==> src/cpd_pkg.sv <==
package cpd_pkg;

    localparam int unsigned MulIters = 33;
    localparam int unsigned DivIters = 43;
    localparam int unsigned CntW = 6;

    localparam logic [2:0] OP_MP = 3'd0;
    localparam logic [2:0] OP_MI = 3'd1;
    localparam logic [2:0] OP_MT = 3'd2;
    localparam logic [2:0] OP_DI = 3'd3;
    localparam logic [2:0] OP_DD = 3'd4;
    localparam logic [2:0] OP_DP = 3'd5;

    localparam logic [1:0] REG_SETPOINT = 2'd0;
    localparam logic [1:0] REG_P_GAIN = 2'd1;
    localparam logic [1:0] REG_I_GAIN = 2'd2;
    localparam logic [1:0] REG_INVERT = 2'd3;

    localparam logic [16:0] ONE_Q = 17'd65536;
    localparam logic [17:0] TWO_Q = 18'd131072;
    localparam logic [21:0] PERIOD_FLOOR = 22'd327680;
    localparam logic [21:0] PERIOD_CEIL = 22'd3932160;
    localparam logic [32:0] SMALL_ERR = 33'd6554;
    localparam logic [31:0] MIN_STEP_MS = 32'd10;
    localparam logic [27:0] RECIP_1000 = 28'd137438954;
    localparam logic [76:0] INT_SAT_LIMIT = 77'd8589934592000;
    localparam logic [42:0] PERIOD_NUM = 43'd128849018880;
    localparam logic [43:0] M_CAP = 44'h800_0000_0000;

    typedef struct packed {
        logic signed [31:0] measurement;
        logic               measurement_ok;
        logic [31:0]        elapsed_ms;
    } cpd_in_t;

    typedef struct packed {
        logic signed [18:0] drive;
        logic [21:0]        pwm_period;
        logic               updated;
    } cpd_out_t;

    typedef struct packed {
        logic       load;
        logic       init;
        logic       step;
        logic       save;
        logic [2:0] op;
        logic       commit;
        logic       update;
    } cpd_cmd_t;

    typedef struct packed {
        logic upd_req;
    } cpd_stat_t;

endpackage

==> src/clamped_pid_drive_with_pwm_period.sv <==
// An item that does not update (bad reading or 10 ms or less) passes from acceptance through
// S_FIN to the output register; an updating item first runs four 33-step shift-add
// multiplications (one scales by the reciprocal of 1000) and two 43-step restoring divisions.
// One item is processed at a time: the next item is accepted only after the last one has
// gone to the output register, also while that result still waits there unread.
// Reset clears the settings, the integral and the held drive and sets the held period to 60 s.
module clamped_pid_drive_with_pwm_period (
    input  logic              clk,
    input  logic              rst_n,
    input  logic              meas_valid,
    output logic              meas_ready,
    input  cpd_pkg::cpd_in_t  meas_item,
    output logic              res_valid,
    input  logic              res_ready,
    output cpd_pkg::cpd_out_t res_item,
    input  logic              psel,
    input  logic              penable,
    input  logic              pwrite,
    input  logic [3:0]        paddr,
    input  logic [31:0]       pwdata,
    output logic [31:0]       prdata,
    output logic              pready
);
    import cpd_pkg::*;

    cpd_cmd_t  cmd;
    cpd_stat_t stat;
    logic      cfg_we;

    assign pready = 1'b1;
    assign cfg_we = psel && penable && pwrite && pready;

    cpd_ctrl u_ctrl (
        .clk        (clk),
        .rst_n      (rst_n),
        .meas_valid (meas_valid),
        .meas_ready (meas_ready),
        .res_valid  (res_valid),
        .res_ready  (res_ready),
        .stat       (stat),
        .cmd        (cmd)
    );

    cpd_dpath u_dpath (
        .clk       (clk),
        .rst_n     (rst_n),
        .in_item   (meas_item),
        .cfg_we    (cfg_we),
        .cfg_addr  (paddr[3:2]),
        .cfg_wdata (pwdata),
        .cfg_rdata (prdata),
        .cmd       (cmd),
        .stat      (stat),
        .res_item  (res_item)
    );

endmodule

==> src/cpd_ctrl.sv <==
module cpd_ctrl (
    input  logic             clk,
    input  logic             rst_n,
    input  logic             meas_valid,
    output logic             meas_ready,
    output logic             res_valid,
    input  logic             res_ready,
    input  cpd_pkg::cpd_stat_t stat,
    output cpd_pkg::cpd_cmd_t  cmd
);
    import cpd_pkg::*;

    localparam logic [1:0] S_IDLE = 2'd0;
    localparam logic [1:0] S_RUN = 2'd1;
    localparam logic [1:0] S_FIN = 2'd2;

    logic [1:0]      state_reg, state_next;
    logic [2:0]      op_reg, op_next;
    logic [CntW-1:0] cnt_reg, cnt_next;
    logic            upd_reg, upd_next;
    logic            res_valid_reg, res_valid_next;
    logic [CntW-1:0] last_cnt;

    assign last_cnt = (op_reg <= OP_MT || op_reg == OP_DI) ? CntW'(MulIters + 1)
                                                           : CntW'(DivIters + 1);
    assign meas_ready = (state_reg == S_IDLE);
    assign res_valid = res_valid_reg;

    always_comb
    begin
        state_next = state_reg;
        op_next = op_reg;
        cnt_next = cnt_reg;
        upd_next = upd_reg;
        res_valid_next = res_valid_reg;
        cmd = '0;
        cmd.op = op_reg;
        if (res_valid_reg && res_ready)
        begin
            res_valid_next = 1'b0;
        end
        case (state_reg)
            S_IDLE:
            begin
                if (meas_valid)
                begin
                    cmd.load = 1'b1;
                    upd_next = stat.upd_req;
                    op_next = OP_MP;
                    cnt_next = '0;
                    state_next = stat.upd_req ? S_RUN : S_FIN;
                end
            end
            S_RUN:
            begin
                if (cnt_reg == '0)
                begin
                    cmd.init = 1'b1;
                    cnt_next = cnt_reg + 1'b1;
                end
                else if (cnt_reg == last_cnt)
                begin
                    cmd.save = 1'b1;
                    cnt_next = '0;
                    if (op_reg == OP_DP)
                    begin
                        state_next = S_FIN;
                    end
                    else
                    begin
                        op_next = op_reg + 1'b1;
                    end
                end
                else
                begin
                    cmd.step = 1'b1;
                    cnt_next = cnt_reg + 1'b1;
                end
            end
            S_FIN:
            begin
                if (!res_valid_reg || res_ready)
                begin
                    cmd.commit = 1'b1;
                    cmd.update = upd_reg;
                    res_valid_next = 1'b1;
                    state_next = S_IDLE;
                end
            end
            default:
            begin
                state_next = S_IDLE;
            end
        endcase
    end

    always_ff @(posedge clk or negedge rst_n)
    begin
        if (!rst_n)
        begin
            state_reg <= S_IDLE;
            op_reg <= OP_MP;
            cnt_reg <= '0;
            upd_reg <= 1'b0;
            res_valid_reg <= 1'b0;
        end
        else
        begin
            state_reg <= state_next;
            op_reg <= op_next;
            cnt_reg <= cnt_next;
            upd_reg <= upd_next;
            res_valid_reg <= res_valid_next;
        end
    end

endmodule

==> src/cpd_dpath.sv <==
module cpd_dpath (
    input  logic               clk,
    input  logic               rst_n,
    input  cpd_pkg::cpd_in_t   in_item,
    input  logic               cfg_we,
    input  logic [1:0]         cfg_addr,
    input  logic [31:0]        cfg_wdata,
    output logic [31:0]        cfg_rdata,
    input  cpd_pkg::cpd_cmd_t  cmd,
    output cpd_pkg::cpd_stat_t stat,
    output cpd_pkg::cpd_out_t  res_item
);
    import cpd_pkg::*;

    logic signed [31:0] setpoint_reg, p_gain_reg, i_gain_reg;
    logic               invert_reg;
    logic signed [31:0] meas_reg;
    logic [31:0]        ms_reg;

    logic [43:0] mul_a_reg;
    logic [76:0] prod_reg;
    logic [42:0] div_n_reg;
    logic [32:0] div_d_reg, rem_reg;

    logic [16:0] prop_mag_reg, diff_mag_reg;
    logic [43:0] mcap_reg;
    logic        isat_reg;
    logic [26:0] tprod_reg;
    logic [17:0] inc_mag_reg;
    logic [21:0] period_reg;

    logic signed [17:0] integ_reg;
    logic signed [18:0] held_drive_reg;
    logic [21:0]        held_period_reg;

    logic signed [32:0] err_w;
    logic               eneg, pneg, ineg;
    logic [32:0]        emag;
    logic [31:0]        pmag, imag;
    logic [44:0]        msum;
    logic [33:0]        dr, drn;
    logic               dge;

    logic signed [19:0] prop_s, diff_s, inc_s, acc_sum, y_sum, y_out;
    logic signed [17:0] acc_new;

    assign stat.upd_req = in_item.measurement_ok && (in_item.elapsed_ms > MIN_STEP_MS);

    assign err_w = {setpoint_reg[31], setpoint_reg} - {meas_reg[31], meas_reg};
    assign eneg = err_w[32];
    assign emag = eneg ? (33'd0 - err_w) : err_w;
    assign pneg = p_gain_reg[31];
    assign ineg = i_gain_reg[31];
    assign pmag = pneg ? (32'd0 - p_gain_reg) : p_gain_reg;
    assign imag = ineg ? (32'd0 - i_gain_reg) : i_gain_reg;

    assign msum = {1'b0, prod_reg[76:33]} + (prod_reg[0] ? {1'b0, mul_a_reg} : 45'd0);
    assign dr = {rem_reg, div_n_reg[42]};
    assign dge = (dr >= {1'b0, div_d_reg});
    assign drn = dge ? (dr - {1'b0, div_d_reg}) : dr;

    always_comb
    begin
        prop_s = (eneg ^ pneg) ? -$signed({3'b0, prop_mag_reg}) : $signed({3'b0, prop_mag_reg});
        diff_s = eneg ? -$signed({3'b0, diff_mag_reg}) : $signed({3'b0, diff_mag_reg});
        inc_s = (eneg ^ ineg) ? -$signed({2'b0, inc_mag_reg}) : $signed({2'b0, inc_mag_reg});
        acc_sum = 20'(integ_reg) + inc_s;
        if (acc_sum > $signed({3'b0, ONE_Q}))
        begin
            acc_new = $signed({1'b0, ONE_Q});
        end
        else if (acc_sum < -$signed({3'b0, ONE_Q}))
        begin
            acc_new = -$signed({1'b0, ONE_Q});
        end
        else
        begin
            acc_new = acc_sum[17:0];
        end
        y_sum = prop_s + 20'(acc_new) + diff_s;
        y_out = invert_reg ? -y_sum : y_sum;
    end

    always_comb
    begin
        case (cfg_addr)
            REG_SETPOINT: cfg_rdata = setpoint_reg;
            REG_P_GAIN:   cfg_rdata = p_gain_reg;
            REG_I_GAIN:   cfg_rdata = i_gain_reg;
            REG_INVERT:   cfg_rdata = {31'd0, invert_reg};
            default:      cfg_rdata = 32'd0;
        endcase
    end

    always_ff @(posedge clk or negedge rst_n)
    begin
        if (!rst_n)
        begin
            setpoint_reg <= '0;
            p_gain_reg <= '0;
            i_gain_reg <= '0;
            invert_reg <= 1'b0;
            integ_reg <= '0;
            held_drive_reg <= '0;
            held_period_reg <= PERIOD_CEIL;
        end
        else
        begin
            if (cfg_we)
            begin
                case (cfg_addr)
                    REG_SETPOINT: setpoint_reg <= cfg_wdata;
                    REG_P_GAIN:   p_gain_reg <= cfg_wdata;
                    REG_I_GAIN:   i_gain_reg <= cfg_wdata;
                    REG_INVERT:   invert_reg <= cfg_wdata[0];
                    default:      invert_reg <= invert_reg;
                endcase
            end
            if (cmd.commit && cmd.update)
            begin
                integ_reg <= acc_new;
                held_drive_reg <= y_out[18:0];
                held_period_reg <= period_reg;
            end
        end
    end

    always_ff @(posedge clk)
    begin
        if (cmd.load)
        begin
            meas_reg <= in_item.measurement;
            ms_reg <= in_item.elapsed_ms;
        end
        if (cmd.init)
        begin
            rem_reg <= '0;
            case (cmd.op)
                OP_MP:
                begin
                    mul_a_reg <= {12'd0, pmag};
                    prod_reg <= {44'd0, emag};
                end
                OP_MI:
                begin
                    mul_a_reg <= {12'd0, imag};
                    prod_reg <= {44'd0, emag};
                end
                OP_MT:
                begin
                    mul_a_reg <= mcap_reg;
                    prod_reg <= {45'd0, ms_reg};
                end
                OP_DI:
                begin
                    mul_a_reg <= {16'd0, RECIP_1000};
                    prod_reg <= {50'd0, tprod_reg};
                end
                OP_DD:
                begin
                    div_n_reg <= ({10'd0, emag} << 10) - ({10'd0, emag} << 4)
                                 - ({10'd0, emag} << 3);
                    div_d_reg <= {1'b0, ms_reg};
                end
                OP_DP:
                begin
                    div_n_reg <= PERIOD_NUM;
                    div_d_reg <= emag;
                end
                default:
                begin
                    div_d_reg <= div_d_reg;
                end
            endcase
        end
        if (cmd.step)
        begin
            if (cmd.op <= OP_MT || cmd.op == OP_DI)
            begin
                prod_reg <= {msum, prod_reg[32:1]};
            end
            else
            begin
                rem_reg <= drn[32:0];
                div_n_reg <= {div_n_reg[41:0], dge};
            end
        end
        if (cmd.save)
        begin
            case (cmd.op)
                OP_MP:
                begin
                    prop_mag_reg <= (prod_reg[76:16] > 61'(ONE_Q)) ? ONE_Q : prod_reg[32:16];
                end
                OP_MI:
                begin
                    mcap_reg <= (prod_reg[76:43] != '0) ? M_CAP : {1'b0, prod_reg[42:0]};
                end
                OP_MT:
                begin
                    isat_reg <= (prod_reg >= INT_SAT_LIMIT);
                    tprod_reg <= prod_reg[42:16];
                end
                OP_DI:
                begin
                    inc_mag_reg <= (isat_reg || prod_reg[76:37] > 40'(TWO_Q)) ? TWO_Q
                                   : prod_reg[54:37];
                end
                OP_DD:
                begin
                    diff_mag_reg <= (div_n_reg > 43'(ONE_Q)) ? ONE_Q : div_n_reg[16:0];
                end
                OP_DP:
                begin
                    if (emag < SMALL_ERR)
                    begin
                        period_reg <= PERIOD_CEIL;
                    end
                    else if (div_n_reg < 43'(PERIOD_FLOOR))
                    begin
                        period_reg <= PERIOD_FLOOR;
                    end
                    else if (div_n_reg > 43'(PERIOD_CEIL))
                    begin
                        period_reg <= PERIOD_CEIL;
                    end
                    else
                    begin
                        period_reg <= div_n_reg[21:0];
                    end
                end
                default:
                begin
                    period_reg <= period_reg;
                end
            endcase
        end
        if (cmd.commit)
        begin
            if (cmd.update)
            begin
                res_item.drive <= y_out[18:0];
                res_item.pwm_period <= period_reg;
                res_item.updated <= 1'b1;
            end
            else
            begin
                res_item.drive <= held_drive_reg;
                res_item.pwm_period <= held_period_reg;
                res_item.updated <= 1'b0;
            end
        end
    end

endmodule

==> config.mk <==
export PLATFORM = sky130hd
export DESIGN_NAME = clamped_pid_drive_with_pwm_period
export DESIGN_NICKNAME = d
export VERILOG_FILES = /design/src/cpd_pkg.sv /design/src/clamped_pid_drive_with_pwm_period.sv /design/src/cpd_ctrl.sv /design/src/cpd_dpath.sv
export SDC_FILE = /design/constraint.sdc
export NUM_CORES = 2
export LEC_CHECK = 0
export BUFFER_PORTS_ARGS = -buffer_cell sky130_fd_sc_hd__buf_2
export CAP_MARGIN = 0
export CORE_AREA = 2 2 286 288
export DETAILED_ROUTE_END_ITERATION = 12
export DIE_AREA = 0 0 288 290
export HOLD_SLACK_MARGIN = 0.12
export PLACE_DENSITY = 0.79
export SYNTH_ARGS = -nofsm -noshare
export SYNTH_HDL_FRONTEND = slang
export SYNTH_SLANG_ARGS = --single-unit
==> constraint.sdc <==
create_clock -name clk -period 11.8 [get_ports clk]
set_input_delay 0.59 -clock clk [delete_from_list [all_inputs] [get_ports clk]]
set_output_delay 0.59 -clock clk [all_outputs]
set_load 0.01 [all_outputs]
Word level (Yosys, flattened, before mapping) --
Cells that the tools add are included.
Storage, ports and cells: register bits after elaboration 651, input port bits 108, output and inout bits 77, logic and storage cells 172
Cells by class: add/subtract/negate cells 17, magnitude comparators 12, equality and inequality tests 17, mux-type cells 58, bitwise operators 2, reductions and logical operators 35
Operators with widths (count):
- 77-bit two-way mux | 3
- 77-bit case mux with 3 select lines | 1
- 44-bit case mux with 4 select lines | 1
- 33-bit two-way mux | 5
- 43-bit two-way mux | 3
- 32-bit case mux with 4 select lines | 1
- 44-bit two-way mux | 2
- 43-bit case mux with 2 select lines | 1
- 77-bit by 43-bit >= comparator with 1-bit output, second input constant | 1
- 33-bit case mux with 2 select lines | 1
- 32-bit two-way mux | 2
- 1-bit by 32-bit subtractor with 32-bit output, first input constant | 2
- 61-bit by 17-bit > comparator with 1-bit output, second input constant | 1
- 19-bit two-way mux | 3
- 44-bit by 45-bit adder with 45-bit output | 1
- 22-bit two-way mux | 2
- 43-bit by 17-bit > comparator with 1-bit output, second input constant | 1
- 43-bit by 22-bit > comparator with 1-bit output, second input constant | 1
- 43-bit by 19-bit less-than comparator with 1-bit output, second input constant | 1
- 43-bit by 36-bit subtractor with 43-bit output | 1
- 43-bit by 37-bit subtractor with 43-bit output | 1
- 42-bit two-way mux | 1
- 40-bit by 18-bit > comparator with 1-bit output, second input constant | 1
- 17-bit negation with 19-bit output | 2
- 48 further kinds | 102

Depth between registers and ports, before layout --
depth after elaboration 12, mapped depth 43, gate-level depth less buffers 42

Cells and area by module --
Synthesis repeated with hierarchy kept, for this count alone.
Second synthesis, totals: cells, all modules 4305, area total of the unflattened synthesis 41421.0 um2
Modules (own cells, without submodules):
- cpd_dpath | instances 1, cells an instance 4210, area each 40548.9 um2, sequential area each 16851.2 um2
- cpd_ctrl | instances 1, cells an instance 92, area each 854.6 um2, sequential area each 325.3 um2
- clamped_pid_drive_with_pwm_period | instances 1, cells an instance 3, area each 17.5 um2, sequential area each 0.0 um2

Worst setup path after synthesis --
Ideal clock, no wire load.
path kind register to register, start point register u_dpath.setpoint_reg[0], end point register, netlist name u_dpath.res_item[41], library setup time 152 ps, data arrival time 9471 ps, required time 11648 ps, setup slack 2176 ps, cell stages (with the launch flop) 43, path buffers 3, period minus slack after synthesis 9624 ps, cell sequence dfrtp_1 -> inv_1 -> ha_1 -> inv_1 -> fa_1 -> a21oi_1 -> o2111ai_1 -> a31oi_1 -> o211ai_1 -> a32o_1 -> nor2_1 -> clkbuf_1 -> xnor2_1 -> clkbuf_1 -> o21ai_0 -> xnor2_1 -> ha_1 -> o21ai_0 -> [7 not listed] -> nor3_1 -> a22o_1 -> clkbuf_1 -> nand2_1 -> fa_1 -> inv_1 -> ha_1 -> a21oi_1 -> o21ai_0 -> nor4bb_1 -> nor3_1 -> nand3b_1 -> nor2_1 -> nand2_1 -> or3_1 -> o31a_1 -> xnor3_1 -> o21ai_0
Between the ends: longest elaborated chain between the ends 12, elaborated cells on any way between the ends 16, those cells by class add/sub (5); order compare (2); mux (7); bitwise (2)
RTL lines:
- from (decl) | RTL line cpd_dpath.sv:15 | logic signed [31:0] setpoint_reg, p_gain_reg, i_gain_reg;
- from (signal assigned) | RTL line cpd_dpath.sv:112 | REG_SETPOINT: setpoint_reg <= cfg_wdata;
- 32-bit by 32-bit subtractor with 33-bit output * | RTL line cpd_dpath.sv:49 | assign err_w = {setpoint_reg[31], setpoint_reg} - {meas_reg[31], meas_reg};
- 1-bit bitwise XOR * | RTL line cpd_dpath.sv:66 | inc_s = (eneg ^ ineg) ? -$signed({2'b0, inc_mag_reg}) : $signed({2'b0, inc_mag_reg});
- 20-bit two-way mux * | RTL line cpd_dpath.sv:66
- 18-bit by 20-bit adder with 20-bit output * | RTL line cpd_dpath.sv:67 | acc_sum = 20'(integ_reg) + inc_s;
- 20-bit by 17-bit less-than comparator with 1-bit output | RTL line cpd_dpath.sv:72 | else if (acc_sum < -$signed({3'b0, ONE_Q}))
- 18-bit two-way mux | RTL line cpd_dpath.sv:72
- 18-bit two-way mux * | RTL line cpd_dpath.sv:68 | if (acc_sum > $signed({3'b0, ONE_Q}))
- via u_dpath.acc_new[17] | RTL line cpd_dpath.sv:45 | logic signed [17:0] acc_new;
- 19-bit by 18-bit adder with 19-bit output * | RTL line cpd_dpath.sv:80 | y_sum = prop_s + 20'(acc_new) + diff_s;
- 19-bit adder * | RTL line cpd_dpath.sv:80
- 19-bit negation | RTL line cpd_dpath.sv:81 | y_out = invert_reg ? -y_sum : y_sum;
- 19-bit two-way mux * | RTL line cpd_dpath.sv:81
- 42-bit two-way mux * | RTL line cpd_dpath.sv:240 | if (cmd.update)
Mark *: on every way through the listed nets, which the timed path passes. The rest lies on a longest branch. A chain may end at the register's enable or synchronous reset.

Worst setup path in the final report --
start point register u_dpath.setpoint_reg[0], end point register, netlist name u_dpath.res_item[40]
Between the ends: longest elaborated chain between the ends 12, elaborated cells on any way between the ends 16, those cells by class add/sub (5); order compare (2); mux (7); bitwise (2)
RTL lines (RTL line):
- 32-bit by 32-bit subtractor with 33-bit output * | cpd_dpath.sv:49
- 1-bit bitwise XOR * | cpd_dpath.sv:66
- 20-bit two-way mux * | cpd_dpath.sv:66
- 18-bit by 20-bit adder with 20-bit output * | cpd_dpath.sv:67
- 20-bit by 17-bit less-than comparator with 1-bit output | cpd_dpath.sv:72
- 18-bit two-way mux | cpd_dpath.sv:72
- 18-bit two-way mux * | cpd_dpath.sv:68
- via u_dpath.acc_new[17] | cpd_dpath.sv:45
- 19-bit by 18-bit adder with 19-bit output * | cpd_dpath.sv:80
- 19-bit adder * | cpd_dpath.sv:80
- 19-bit negation | cpd_dpath.sv:81
- 19-bit two-way mux * | cpd_dpath.sv:81
- 42-bit two-way mux * | cpd_dpath.sv:240
Marked as above.

==> run_summary.xml <==
<?xml version="1.0" encoding="UTF-8"?>
<metrics>
  <group name="critical_path">
    <metric name="critPathKind" unit="">flop to flop</metric>
    <metric name="timing.reg2reg.worst_path_depth" unit="">40</metric>
    <metric name="cp.arrival" unit="ps">11040</metric>
    <metric name="cp_max_fo" unit="">16</metric>
    <metric name="crit_path_max_incr_delay" unit="ps">580</metric>
    <metric name="worstReg2RegEnd" unit="">u_dpath.res_item[40]</metric>
    <metric name="startpoint_type" unit="">flop</metric>
    <metric name="worst_reg2reg_path_startpoint" unit="">u_dpath.setpoint_reg[0]</metric>
    <metric name="worst_ep_required_time" unit="ps">12120</metric>
    <metric name="end_kind" unit="">flop</metric>
    <metric name="worst_path_max_delay_cell" unit="">sky130_fd_sc_hd__or4_1</metric>
    <metric name="regToRegSetupSlack" unit="ps">1090</metric>
  </group>
  <group name="route">
    <metric name="routed_wirelength" unit="µm">113000</metric>
    <metric name="routed_wire_length_per_instance" unit="µm">20.4</metric>
    <metric name="met1_length" unit="µm">47000</metric>
    <metric name="route.met2.wl" unit="µm">51100</metric>
    <metric name="dr.max_layer_used" unit="">met5</metric>
    <metric name="number_of_search_and_repair_iterations_in_the_first_detailed_routing_pass" unit="">7</metric>
    <metric name="post-route-drc-count" unit="">0</metric>
    <metric name="route.detailed.vias_per_inst" unit="">6.03</metric>
    <metric name="drtAntennaViolNets" unit="">0</metric>
    <metric name="route.vias.total" unit="">33302</metric>
    <metric name="drt_iter0_markers" unit="">3553</metric>
    <metric name="dr_wl_met3" unit="µm">8620</metric>
  </group>
  <group name="sta">
    <metric name="drv_slew" unit="">0</metric>
    <metric name="maxClockFrequency" unit="GHz">0.0934</metric>
    <metric name="hold_violations" unit="">0</metric>
    <metric name="timing.slew.headroom" unit="%">13.1</metric>
    <metric name="setup-violations-final" unit="">0</metric>
    <metric name="min_period_over_period" unit="%">90.8</metric>
    <metric name="clock_skew" unit="ps">36.8</metric>
    <metric name="timing.final.ws_setup" unit="ps">1090</metric>
    <metric name="grt_setup_unrepaired" unit="">no</metric>
    <metric name="post-route-min-period" unit="ps">10710</metric>
    <metric name="fin_setup_tns" unit="ps">0</metric>
    <metric name="timing_worst_slew_pin_value" unit="ps">1290</metric>
  </group>
  <group name="run">
    <metric name="max_cap_violations" unit="">0</metric>
  </group>
  <group name="final_layout">
    <metric name="largest_reg_flops" unit="">77</metric>
    <metric name="combined_area_of_the_multi_input_logic_cells" unit="mm²">0.0219</metric>
    <metric name="layout_stage_area_growth_over_the_synthesis_result" unit="%">11.3</metric>
    <metric name="ff_latch_area" unit="mm²">0.0172</metric>
    <metric name="mostFrequentLayoutCells" unit="">424 x sky130_fd_sc_hd__nand2_1, 388 x sky130_fd_sc_hd__o21ai_0, 329 x sky130_fd_sc_hd__edfxtp_1</metric>
    <metric name="layout_fillers" unit="">6878</metric>
    <metric name="finish.net_count" unit="">4781</metric>
    <metric name="drive_gt1_share" unit="%">11.1</metric>
    <metric name="mostFrequentLayoutCell" unit="">sky130_fd_sc_hd__nand2_1</metric>
  </group>
  <group name="synthesis">
    <metric name="synth_top_cells_by_area" unit="">sky130_fd_sc_hd__edfxtp_1 24%, sky130_fd_sc_hd__dfrtp_1 10%, sky130_fd_sc_hd__dfxtp_1 7.5%</metric>
    <metric name="synth_flop_cell" unit="">sky130_fd_sc_hd__edfxtp_1</metric>
    <metric name="seq_area_frac_synth" unit="%">42.3</metric>
    <metric name="synthDominantAreaCellType" unit="">sky130_fd_sc_hd__edfxtp_1</metric>
    <metric name="synth_fp_nets" unit="">4648</metric>
    <metric name="synth_area_per_cell" unit="µm²">9.51</metric>
    <metric name="ys_types" unit="">99</metric>
    <metric name="syn_inst" unit="">4268</metric>
    <metric name="number_of_synthesized_flops_with_an_enable_pin" unit="">329</metric>
    <metric name="post_synthesis_instance_area" unit="mm²">0.0406</metric>
    <metric name="ys.warnings.count" unit="">0</metric>
    <metric name="register_bit_total_from_synthesis" unit="">651</metric>
    <metric name="yosys.area.top_type_share" unit="%">24.3</metric>
    <metric name="ys_async_sr_fraction" unit="%">26.0</metric>
  </group>
  <group name="floorplan">
    <metric name="core" unit="mm²">0.0802</metric>
    <metric name="die_x" unit="µm">288</metric>
    <metric name="rows" unit="">104</metric>
    <metric name="io_pins" unit="">185</metric>
    <metric name="effective_utilization_at_floorplan" unit="%">50.7</metric>
    <metric name="die_h" unit="µm">290</metric>
    <metric name="design.die.area" unit="mm²">0.0835</metric>
  </group>
  <group name="placement">
    <metric name="dpl.hpwl" unit="µm">82800</metric>
    <metric name="replace_congestion" unit="">0.953</metric>
    <metric name="preCtsSetupSlack" unit="ps">1050</metric>
    <metric name="io_buf_count" unit="">181</metric>
  </group>
  <group name="clock_tree">
    <metric name="cts_num_sinks" unit="">651</metric>
    <metric name="tritoncts.num_buffers" unit="">70</metric>
    <metric name="clkLatencyLatePin" unit="ps">640</metric>
    <metric name="maximum_count_of_clock_buffers_along_a_single_path" unit="">3</metric>
    <metric name="cts.reportedPaths.clkPinSlew" unit="ps">60</metric>
    <metric name="cts-root-buf" unit="">sky130_fd_sc_hd__clkbuf_16</metric>
    <metric name="post_cts_buffers" unit="">0</metric>
    <metric name="htree_levels" unit="">3</metric>
    <metric name="tritoncts" unit="">yes</metric>
  </group>
  <group name="status">
    <metric name="status" unit="">complete, no violations</metric>
  </group>
  <group name="global_route">
    <metric name="grt_start_max_net_pins" unit="">103</metric>
    <metric name="grt_usage" unit="%">26.5</metric>
    <metric name="antenna_found_initial" unit="">6</metric>
    <metric name="grt_first_pass_wirelength" unit="µm">175000</metric>
    <metric name="first_global_vias" unit="">31450</metric>
    <metric name="grt.overflow.total" unit="">0</metric>
  </group>
  <group name="min_path">
    <metric name="min_from" unit="">meas_item[46]</metric>
    <metric name="endpoint_of_the_worst_hold_timing_path" unit="">u_dpath.meas_reg[13]</metric>
    <metric name="holdPathStages" unit="">1</metric>
    <metric name="min-delay-path-class" unit="">input pin to flop</metric>
  </group>
</metrics>
[Yosys cell counts, drive strengths merged, types with 60 or more instances]
cell type  instances
a21o              88
a21oi            263
and2             158
clkbuf           176
dfrtp            165
dfxtp            153
edfxtp           329
ha               223
inv              243
mux2              92
nand2            428
nand3            123
nor2             219
nor3              61
o21ai            392
o31ai             60
xnor2            174
xor2             128
[metal layers]
metal / vias to the layer above / GRT usage (%)
met2: 1393 / 41.4
li1: 15761 / -
met3: 307 / 3.72
met5: - / 0
met1: 15839 / 36.1
met4: 2 / 12.7
[area by class of cell]
| cell class | instances | share of cell area, % |
|---|---|---|
| clock inverters | 39 | 0.873 |
| multi-input cells | 3180 | 48.5 |
| flip-flops and latches | 651 | 38.0 |
| diodes | 2 | 0.0111 |
| well taps | 1060 | 2.94 |
| inverters | 245 | 2.04 |
| repair buffers | 253 | 3.34 |
| clock buffers | 91 | 4.30 |
[how the worst max path moves through the flow]
stage                            start              endpoint  cells past startpoint
6_report       u_dpath.setpoint_reg[0]  u_dpath.res_item[40]                     40
4_1_cts        u_dpath.setpoint_reg[0]  u_dpath.res_item[40]                     40
3_3_place_gp   u_dpath.setpoint_reg[0]  u_dpath.res_item[40]                     40
3_5_place_dp   u_dpath.setpoint_reg[0]  u_dpath.res_item[40]                     40
5_1_grt        u_dpath.setpoint_reg[0]  u_dpath.res_item[40]                     40
2_1_floorplan  u_dpath.setpoint_reg[0]  u_dpath.res_item[41]                     42
[logic make-up after synthesis]
logic type      after synthesis  share of synthesized area [%]
compound gates             1154                           18.0
mux                         133                           3.59
fa+ha+maj                   272                           9.29
simple gates               1315                           16.1
buf+inv                     437                           4.06
xor+xnor                    305                           6.68
flops                       651                           42.3
other cells                   1                        0.00924
[critical path, delay by kind of cell, from the launching register on]
family	cells	cell delay (ps)
compound gates	18	4170
xor+xnor	4	1020
fa+ha+maj	6	2080
buf+inv	4	520
flops	1	380
simple gates	8	2190
[metrics by stage]
step / util, % / area [µm²] / cells / hold slack [ps]
3_3_place_gp: 53.1 / 42600 / 5366 / 445
4_1_cts: 56.3 / 45200 / 5519 / 121
2_1_floorplan: - / 40600 / 4268 / 294
6_report: 56.4 / 45200 / 5521 / 146
3_5_place_dp: 53.1 / 42600 / 5366 / 449
5_1_grt: 56.3 / 45200 / 5519 / 136
[timing repair]
action | 4_1_cts | 5_1_grt
hold buffers | 23 | 0
endpoints found under the setup margin | 0 | 1
gates resized for setup | 0 | 1
hold endpoints to repair | 103 | 0
Power is left out: the tool's default activity adds up to more than one toggle a clock period on the data nets, which glitch-free logic cannot reach.
